<file path="src/hw/rtl/slbm_pkg.sv">
// Package for the serial-load bank mapper: word structs, action and mirroring codes,
// register window and configuration index codes. No dependencies.
`default_nettype none

package slbm_pkg;

  typedef enum logic [2:0] {
    ACT_NONE       = 3'd0,
    ACT_NOT_MAPPER = 3'd1,
    ACT_MIRROR     = 3'd2,
    ACT_CHR8K      = 3'd3,
    ACT_CHR4K      = 3'd4,
    ACT_PRG32K     = 3'd5,
    ACT_PRG16K     = 3'd6
  } action_t;

  typedef enum logic [1:0] {
    MIRROR_SINGLE     = 2'd0,
    MIRROR_VERTICAL   = 2'd1,
    MIRROR_HORIZONTAL = 2'd2
  } mirror_t;

  // internal register picked by address bits 14-13
  typedef enum logic [1:0] {
    WIN_CONTROL = 2'd0,
    WIN_CHR0    = 2'd1,
    WIN_CHR1    = 2'd2,
    WIN_PRG     = 2'd3
  } window_t;

  localparam int CfgIndexWidth = 8;
  localparam logic [CfgIndexWidth-1:0] CFG_PRG_BANK_COUNT = 8'd0;
  localparam logic [CfgIndexWidth-1:0] CFG_CHR_BANK_COUNT = 8'd1;

  localparam logic [7:0]  PRG_BANK_COUNT_RESET = 8'd2;
  localparam logic [7:0]  CHR_BANK_COUNT_RESET = 8'd0;

  localparam logic [2:0]  SHIFT_LAST  = 3'd4;
  localparam logic [15:0] TARGET_CHR_LO = 16'h0000;
  localparam logic [15:0] TARGET_CHR_HI = 16'h1000;
  localparam logic [15:0] TARGET_PRG_LO = 16'h8000;
  localparam logic [15:0] TARGET_PRG_HI = 16'hC000;

  typedef struct packed {
    logic [15:0] address;
    logic [7:0]  data;
  } req_t;

  typedef struct packed {
    action_t     action;
    logic [7:0]  bank;
    logic [15:0] target;
    mirror_t     mirror_mode;
  } rsp_t;

endpackage

`default_nettype wire

</file>
<file path="src/hw/rtl/serial_load_bank_mapper_unit.sv">
// Serial-load bank mapper, top level. One CPU write word in, one action word out.
// Depends on slbm_pkg.
`default_nettype none

// Each accepted CPU write produces exactly one result word, in the cycle after it is
// taken; a new write can be taken every cycle, the only limit being the single
// output register (req_stall is high while that register holds a word the consumer
// stalls). Writes below 0x8000 report "not mapper". Bit 7 of the data clears the
// five-bit serial buffer; otherwise bit 0 is shifted in LSB first and the fifth bit
// commits the value to the register chosen by address bits 14-13. Users must write
// bank counts via the cfg port only while no write is in flight; the unit never checks.
module serial_load_bank_mapper_unit (
  input  wire logic                              clk,
  input  wire logic                              rst,
  input  wire logic                              req_valid,
  output logic                                   req_stall,
  input  wire slbm_pkg::req_t                    req,
  output logic                                   rsp_valid,
  input  wire logic                              rsp_stall,
  output slbm_pkg::rsp_t                         rsp,
  input  wire logic                              cfg_valid,
  output logic                                   cfg_ready,
  input  wire logic [slbm_pkg::CfgIndexWidth-1:0] cfg_index,
  input  wire logic [7:0]                        cfg_data
);

  logic [7:0] prg_bank_count;
  logic [7:0] chr_bank_count;

  logic [4:0] shift_buffer, shift_buffer_next;
  logic [2:0] shift_count, shift_count_next;
  logic [1:0] mirror_bits, mirror_bits_next;
  logic       prg_area_low, prg_area_low_next;
  logic       prg_size_16k, prg_size_16k_next;
  logic       chr_size_4k, chr_size_4k_next;
  logic       chr_select_lo, chr_select_lo_next;
  logic       chr_select_hi, chr_select_hi_next;

  slbm_pkg::rsp_t    rsp_next;
  slbm_pkg::window_t win;
  logic              accept;
  logic [4:0]        value;
  logic [7:0]        chr_half;
  logic [7:0]        chr_bank;
  logic [7:0]        prg_base;

  assign cfg_ready = 1'b1;
  assign req_stall = rsp_valid & rsp_stall;
  assign accept    = req_valid & ~req_stall;

  assign win   = slbm_pkg::window_t'(req.address[14:13]);
  assign value = {req.data[0], shift_buffer[3:0]};

  // chr bank: low 4 bits, plus half the chr count when the select bit is set
  assign chr_half = {1'b0, chr_bank_count[7:1]};
  assign chr_bank = {4'd0, value[3:0]} + (value[4] ? chr_half : 8'd0);

  always_comb begin
    prg_base = 8'd0;
    if (prg_bank_count >= 8'd32) begin
      if (!chr_size_4k) begin
        if (chr_select_lo) prg_base = 8'd16;
      end else begin
        prg_base = {3'd0, chr_select_hi, chr_select_lo, 3'd0};
      end
    end else if (prg_bank_count >= 8'd16) begin
      if (chr_select_lo) prg_base = 8'd8;
    end
  end

  always_comb begin
    shift_buffer_next  = shift_buffer;
    shift_count_next   = shift_count;
    mirror_bits_next   = mirror_bits;
    prg_area_low_next  = prg_area_low;
    prg_size_16k_next  = prg_size_16k;
    chr_size_4k_next   = chr_size_4k;
    chr_select_lo_next = chr_select_lo;
    chr_select_hi_next = chr_select_hi;
    rsp_next             = '0;
    rsp_next.action      = slbm_pkg::ACT_NONE;
    rsp_next.mirror_mode = slbm_pkg::MIRROR_SINGLE;

    if (!req.address[15]) begin
      rsp_next.action = slbm_pkg::ACT_NOT_MAPPER;
    end else if (req.data[7]) begin
      shift_buffer_next = 5'd0;
      shift_count_next  = 3'd0;
      if (win == slbm_pkg::WIN_CONTROL) begin
        prg_area_low_next = 1'b1;
        prg_size_16k_next = 1'b1;
      end
    end else if (shift_count != slbm_pkg::SHIFT_LAST) begin
      shift_buffer_next[shift_count] = req.data[0];
      shift_count_next               = shift_count + 3'd1;
    end else begin
      // fifth bit: commit to the selected register
      shift_buffer_next = 5'd0;
      shift_count_next  = 3'd0;
      case (win)
        slbm_pkg::WIN_CONTROL: begin
          if (value[1:0] != mirror_bits) begin
            mirror_bits_next = value[1:0];
            rsp_next.action  = slbm_pkg::ACT_MIRROR;
            if (!value[1])     rsp_next.mirror_mode = slbm_pkg::MIRROR_SINGLE;
            else if (value[0]) rsp_next.mirror_mode = slbm_pkg::MIRROR_HORIZONTAL;
            else               rsp_next.mirror_mode = slbm_pkg::MIRROR_VERTICAL;
          end
          prg_area_low_next = value[2];
          prg_size_16k_next = value[3];
          chr_size_4k_next  = value[4];
        end
        slbm_pkg::WIN_CHR0: begin
          chr_select_lo_next = value[4];
          if (chr_bank_count != 8'd0) begin
            rsp_next.action = chr_size_4k ? slbm_pkg::ACT_CHR4K : slbm_pkg::ACT_CHR8K;
            rsp_next.bank   = chr_bank;
            rsp_next.target = slbm_pkg::TARGET_CHR_LO;
          end
        end
        slbm_pkg::WIN_CHR1: begin
          chr_select_hi_next = value[4];
          if (chr_bank_count != 8'd0 && chr_size_4k) begin
            rsp_next.action = slbm_pkg::ACT_CHR4K;
            rsp_next.bank   = chr_bank;
            rsp_next.target = slbm_pkg::TARGET_CHR_HI;
          end
        end
        default: begin
          if (!prg_size_16k) begin
            rsp_next.action = slbm_pkg::ACT_PRG32K;
            rsp_next.bank   = prg_base + {4'd0, value[3:0]};
            rsp_next.target = slbm_pkg::TARGET_PRG_LO;
          end else begin
            rsp_next.action = slbm_pkg::ACT_PRG16K;
            rsp_next.bank   = {prg_base[6:0], 1'b0} + {4'd0, value[3:0]};
            rsp_next.target = prg_area_low ? slbm_pkg::TARGET_PRG_LO
                                           : slbm_pkg::TARGET_PRG_HI;
          end
        end
      endcase
    end
  end

  always_ff @(posedge clk) begin
    if (rst) begin
      prg_bank_count <= slbm_pkg::PRG_BANK_COUNT_RESET;
      chr_bank_count <= slbm_pkg::CHR_BANK_COUNT_RESET;
    end else if (cfg_valid && cfg_ready) begin
      if (cfg_index == slbm_pkg::CFG_PRG_BANK_COUNT) prg_bank_count <= cfg_data;
      if (cfg_index == slbm_pkg::CFG_CHR_BANK_COUNT) chr_bank_count <= cfg_data;
    end
  end

  always_ff @(posedge clk) begin
    if (rst) begin
      shift_buffer  <= 5'd0;
      shift_count   <= 3'd0;
      mirror_bits   <= 2'd0;
      prg_area_low  <= 1'b1;
      prg_size_16k  <= 1'b1;
      chr_size_4k   <= 1'b0;
      chr_select_lo <= 1'b0;
      chr_select_hi <= 1'b0;
    end else if (accept) begin
      shift_buffer  <= shift_buffer_next;
      shift_count   <= shift_count_next;
      mirror_bits   <= mirror_bits_next;
      prg_area_low  <= prg_area_low_next;
      prg_size_16k  <= prg_size_16k_next;
      chr_size_4k   <= chr_size_4k_next;
      chr_select_lo <= chr_select_lo_next;
      chr_select_hi <= chr_select_hi_next;
    end
  end

  always_ff @(posedge clk) begin
    if (rst) begin
      rsp_valid <= 1'b0;
    end else if (accept) begin
      rsp_valid <= 1'b1;
    end else if (!rsp_stall) begin
      rsp_valid <= 1'b0;
    end
  end

  always_ff @(posedge clk) begin
    if (accept) begin
      rsp <= rsp_next;
    end
  end

  // buffer position never runs past the fifth bit
  a_count_range: assert property (@(posedge clk) disable iff (rst)
    shift_count <= slbm_pkg::SHIFT_LAST)
    else $error("shift count out of range");

  // every accepted word yields a result word on the next cycle
  a_rsp_follows: assert property (@(posedge clk) disable iff (rst)
    accept |=> rsp_valid)
    else $error("accepted write produced no result word");

  // writes below mapper space leave the serial buffer alone
  a_low_write_no_shift: assert property (@(posedge clk) disable iff (rst)
    accept && !req.address[15] |=> $stable(shift_count) && $stable(shift_buffer))
    else $error("low write disturbed the shift buffer");

  // only a fifth-bit commit of a mirroring change reports a mirror mode
  a_mirror_only_on_change: assert property (@(posedge clk) disable iff (rst)
    rsp_valid && rsp.action != slbm_pkg::ACT_MIRROR |->
      rsp.mirror_mode == slbm_pkg::MIRROR_SINGLE)
    else $error("mirror mode reported without mirroring change");

endmodule

`default_nettype wire
</file>
<file path="config.mk">
export PLATFORM = sky130hd
export DESIGN_NAME = serial_load_bank_mapper_unit
export DESIGN_NICKNAME = d
export VERILOG_FILES = /design/src/hw/rtl/slbm_pkg.sv /design/src/hw/rtl/serial_load_bank_mapper_unit.sv
export SDC_FILE = /design/constraint.sdc
export NUM_CORES = 1
export LEC_CHECK = 0
export BUFFER_PORTS_ARGS = -buffer_cell sky130_fd_sc_hd__buf_2
export CORE_MARGIN = 2
export CORE_UTILIZATION = 47
export CTS_BUF_LIST = sky130_fd_sc_hd__clkbuf_8
export DETAILED_ROUTE_END_ITERATION = 8
export PLACE_DENSITY = 0.78
export RECOVER_POWER = 100
export SKIP_CTS_REPAIR_TIMING = 1
export SLEW_MARGIN = 0
export SYNTH_ARGS = -nofsm -noshare
export SYNTH_HDL_FRONTEND = slang
export SYNTH_SLANG_ARGS = --single-unit
export TNS_END_PERCENT = 100
</file>
<file path="constraint.sdc">
create_clock -name clk -period 2.18 [get_ports clk]
set_input_delay 0.436 -clock clk [delete_from_list [all_inputs] [get_ports clk]]
set_output_delay 0.436 -clock clk [all_outputs]
set_load 0.05 [all_outputs]
</file>
# Word-level counts from Yosys, hierarchy flattened
# Index checks and enable logic that the tools add are counted.
totals:
  reg_bits: 61
  latch_bits: 0
  ramBits: 0
  mem_bits_ro: 0
  input_bits: 45
  output_inout_bits: 32
  word_cells: 91
  mem_count: 0
op_classes:
  add_sub_neg: 4
  n_mul: 0
  div_mod_pow: 0
  order_cmp: 4
  eq_ne: 7
  n_shift: 0
  muxes: 36
  bitwise_logic: 9
  n_reduce_logical: 15
ops:
  columns: ["cell", "count"]
  rows:
  - ["$mux 27", 4]
  - ["$pmux 24 s3", 1]
  - ["$mux 26", 1]
  - ["$add 8x4->8", 2]
  - ["$mux 8", 2]
  - ["$mux 15", 1]
  - ["$mux 5", 3]
  - ["$reduce_and 5->1", 3]
  - ["$mux 1", 10]
  - ["$mux 2", 5]
  - ["$mux 3", 3]
  - ["$pmux 3 s3", 1]
  - ["$add 4x7->8", 1]
  - ["$eq 8x1->1 const B", 1]
  - ["$ge 8x5->1 const B", 1]
  - ["$ge 8x6->1 const B", 1]
  - ["$logic_not 8->1", 1]
  - ["$mux 4", 2]
  - ["$reduce_bool 8->1", 1]
  - ["$mux 7", 1]
  - ["$not 1->1", 7]
  - ["$reduce_and 2->1", 3]
  - ["$reduce_and 6->1", 1]
  - ["$reduce_or 6->1", 1]
  - ["16 further kinds", 18]

# Depth between registers and ports, before layout
depth:
  ltp_word: 8
  ltp_mapped: 10
  mapped_depth_nobuf: 9

# Least setup slack after synthesis
# OpenSTA, ideal clock, no wires.
synth_path:
  path_kind: "input to register"
  start: "input req[0] in the netlist's numbering"
  end: "register rsp[24] in the netlist's numbering, data pin"
  setup_ns: 0.258
  t_arrival_ns: 1.927
  t_required_ns: 1.922
  slack_ns: -0.005
  path_stages: 10
  path_buffers: 1
  path_cell_list: "clkbuf_1 > and2_1 > ha_1 > inv_1 > fa_1 > nor2b_1 > o21ai_0 > a21oi_1 > xnor2_1 > nor3b_1"
synth_via:
  elab_chain_len: 4
  elab_cells_between_ends: 5
  classes_between: "add/sub: 1; mux: 4"
synth_rtl:
  columns: ["item", "line", "rtl"]
  rows:
  - ["from (decl)", "serial_load_bank_mapper_unit.sv:17", "input wire slbm_pkg::req_t req,"]
  - ["$mux 7 (*)", "serial_load_bank_mapper_unit.sv:56", "assign chr_bank = {4'd0, value[3:0]} + (value[4] ? chr_half : 8'd0);"]
  - ["$add 4x7->8 (*)", "serial_load_bank_mapper_unit.sv:56", null]
  - ["$mux 27, on equally long branches", "serial_load_bank_mapper_unit.sv:123, serial_load_bank_mapper_unit.sv:115", null]
  - ["$pmux 24 s3 (*)", "serial_load_bank_mapper_unit.sv:100", "case (win)"]
  - ["to (signal assigned)", "serial_load_bank_mapper_unit.sv:189", "rsp <= rsp_next;"]
  - ["to (decl)", "serial_load_bank_mapper_unit.sv:20", "output slbm_pkg::rsp_t rsp,"]
# Every way passes the cells marked *; elsewhere a longest branch is shown, timed or not.
# A chain may end at the register's enable or synchronous reset.

# Worst setup path after layout
layout_path:
  start: "register chr_bank_count[1]"
  end: "register rsp[24] in the netlist's numbering, data pin"
layout_via:
  elab_chain_len: 4
  elab_cells_between_ends: 7
  classes_between: "add/sub: 1; mux: 4; reduce/logical: 2"
layout_rtl:
  columns: ["item", "line", "rtl"]
  rows:
  - ["from (decl)", "serial_load_bank_mapper_unit.sv:28", "logic [7:0] chr_bank_count;"]
  - ["from (signal assigned)", "serial_load_bank_mapper_unit.sv:148", "chr_bank_count <= slbm_pkg::CHR_BANK_COUNT_RESET;"]
  - ["from (signal assigned)", "serial_load_bank_mapper_unit.sv:151", "if (cfg_index == slbm_pkg::CFG_CHR_BANK_COUNT) chr_bank_count <= cfg_data;"]
  - ["$mux 7 / $reduce_bool 8->1 (equally long branches)", "serial_load_bank_mapper_unit.sv:56, serial_load_bank_mapper_unit.sv:115, serial_load_bank_mapper_unit.sv:123", null]
  - ["$add 4x7->8 / $logic_and 1x1->1 (equally long branches)", "serial_load_bank_mapper_unit.sv:56, serial_load_bank_mapper_unit.sv:123", null]
  - ["$mux 27, on equally long branches", "serial_load_bank_mapper_unit.sv:123, serial_load_bank_mapper_unit.sv:115", null]
  - ["$pmux 24 s3 (*)", "serial_load_bank_mapper_unit.sv:100", null]
# Marks and branches as above.

==> results.toml <==
[logic_synthesis]
synth.area.top_cells = "dfxtp_1 23%, edfxtp_1 20%, mux2i_1 9.0%"
synth_ff_type = "dfxtp_1"
seq_area_frac_synth_pct = 43.47
yosys_warnings = 0
ys_seq_elements = 43
syn_avg_cell_area_um2 = 9.470
synth_area_um2 = 2349
ys_async_sr_fraction_pct = 0
netlist.area_leader.share_pct = 23.02
synthCells = 248
synth_cell_types = 44
synth_edf_count = 16
synth_area_leader_cell = "dfxtp_1"

[setup_path]
r2r_slack_ns = 0.24
worstPathArrival_ns = 1.99
cp_max_fo = 3
rr_endpoint = "rsp[24]"
cpMaxStageDelayCell = "fa_1"
ff2ff_path_depth = 9
path_cells = "and2_1, ha_1, inv_1, fa_1, nor2b_1, o21ai_0, a21oi_1, xnor2_1, nor3b_1"
startpoint_type = "flip-flop"
critPathMaxStageDelay_ns = 0.38
path_class = "reg -> reg"
end_kind = "flip-flop"
rr_startpoint = "chr_bank_count[1]"
required_ns = 2.24

[floorplanning]
die-area_um2 = 5579
dieWidth_um = 74.69
die_h_um = 74.69
rows = 25
core_area_um2 = 4786
start_util_pct = 49.07
ios = 77

[global_route]
track_usage_pct = 17.97
first_global_vias = 1639
grt_first_pass_wirelength_um = 7527
grt-ovfl-total = 0
antenna_found_initial = 0
grt_max_degree = 28

[layout]
multi_input_area_um2 = 1157
regArea_um2 = 1021
antennaDiodeCount = 0
nNetsFinal = 345
drive_gt1_share_pct = 15.41
syn2layout_area_growth_pct = 12.73
final_common_cell = "nor2_1"
fin_util_pct = 55.32
final_cell_mix = "34 x nor2_1, 27 x dfxtp_1, 25 x buf_2"
nFillCells = 445

[timing]
min_period_ns = 1.939
period_share_pct = 88.93
slew_viol_final = 0
fin_setup_tns_ns = 0
tightest_slew_ns = 0.5963
setup_ws_ns = 0.2414
hold_viol = 0
finalSetupViolCount = 0
rsz0062_at_grt = "false"
max_slew_margin_pct = 60.41
finClkSkew_ns = 0.002109
timing.fmax_ghz = 0.5158

[power_and_ir_drop]
ir_drop_mv = 0.2935
leakagePower_uw = 0.001169
p_per_area_nw_per_um2 = 646.0

[placed_design]
dp_slack_ns = 0.008372
dpl.hpwl_um = 3310
gp_congestion = 0.8169
portBuffers = 43

[status]
status = "finished clean"

[detailed_routing]
vias = 1831
routed_wl_um = 4566
avgRoutedWirePerCell_um = 12.72
viasPerCell = 5.100
firstDrtPassIters = 4
ant_nets = 0
drcViolationCount = 0
drt-initial-drc-count = 164

[clock_tree]
cts_tree = "built"
cts_root_buf = "clkbuf_8"
cts.path.max_buffers = 2
cts.htree.levels = 2
cts_sinks = 43
worstSkewPairLatency_ns = 0.30
clkTransAtPathRegs_ns = 0.08
numCtsBuffers = 5

[worst_hold_path]
hold_path_startpoint = "req_valid"
hold_depth = 3
min_to = "rsp_valid"
hold_path.class = "in -> reg"

[flow_run]
maxCapViolCount = 0
-- cells by family (layout without fill, tap and decap cells) --
kind of cell,count (synthesis),count (layout),share of synthesized area (%)
xor+xnor,7,7,2.611
buf+inv,33,65,7.938
mux,24,24,10.39
fa+ha+maj,9,9,5.115
simple gates,98,98,21.42
compound gates,32,32,8.737
flops,43,43,43.47
other cells,2,14,0.3198
-- power by group --
part           switching, uW  internal (uW)  total (uW)
Combinational            167           41.4         209
Sequential              6.40            847         854
Clock                    277            371         648
-- sequential cells by signal, summed over array words and instances (netlist names) --
register and flops:
chr_bank_count 8, chr_select_lo 1, shift_count 3, mirror_bits 2
prg_size_16k 1, chr_select_hi 1, rsp_valid 1, shift_buffer 4
chr_size_4k 1, prg_area_low 1, prg_bank_count 4, rsp 16
-- worst max-delay path: cells and delay by family (launching register included) --
kind / cells / cell delay [ns]
adders and majority gates: 2 / 0.54
DFF: 1 / 0.34
and+or+nand+nor: 3 / 0.32
AOI/OAI and AO/OA: 2 / 0.31
xor gates and xnor gates: 1 / 0.14
buffers and inverters: 1 / 0.05
-- metal layers --
layer  GRT usage, %  routed length [um]  share of wire, %  vias to the layer above
li1               -                   -                 -                      921
met1          22.85                2007                44                      838
met2          29.50                2166                47                       63
met3          4.418                 301               6.6                        9
met4          7.143                  91               2.0                        0
met5              0                   0                 0                        -
-- how the worst max path moves through the flow --
stage / slack [ns] / end / depth (start not counted) / startpoint
2_1_floorplan: 0.08 / rsp[24] / 10 / req[0]
3_3_place_gp: 0.06 / rsp[24] / 10 / req[0]
3_5_place_dp: 0.008 / rsp[24] / 10 / req[0]
4_1_cts: 0.23 / rsp[24] / 9 / chr_bank_count[1]
5_1_grt: 0.06 / rsp[24] / 9 / chr_bank_count[1]
6_report: 0.24 / rsp[24] / 9 / chr_bank_count[1]
-- area by class of cell --
type,instances,area share (%)
Clock buffer,6,3.119
Tap cell,67,3.166
Multi-Input combinational cell,184,43.71
Inverter,8,1.134
Sequential cell,43,38.56
Clock inverter,2,1.323
Timing Repair Buffer,49,8.979
-- metrics by stage --
step	cells	cell area (um^2)	hold slack, ns	power [uW]
finish	359	2648	0.3627	1710
global route	359	2648	0.3769	1771
CTS	359	2699	0.3626	1727
detailed placement	351	2581	0.4682	1088
global placement	351	2581	0.4475	1087
floorplan	260	2395	0.4360	1055
-- cells in the mapped netlist (2+ instances only) --
library cell   n
dfxtp_1       27
inv_1          8
o21ai_0        4
nand3_1        4
nor3_1         6
nand2b_1       3
ha_1           8
mux2i_1       21
edfxtp_1      16
nor2_1        34
nor2b_1        3
o21bai_1       3
buf_2          2
a21oi_1       14
nor4_1         4
xnor2_1        3
conb_1         2
nor3b_1        2
and3_1         2
nand4_1        3
xor2_1         4
clkbuf_1       7
nand2_1       22
and2_1         4
buf_4         14
a21o_1         3
or4_1          3
mux2_2         3
o22ai_1        4
Note: power is estimated with default switching activity, not from simulation.
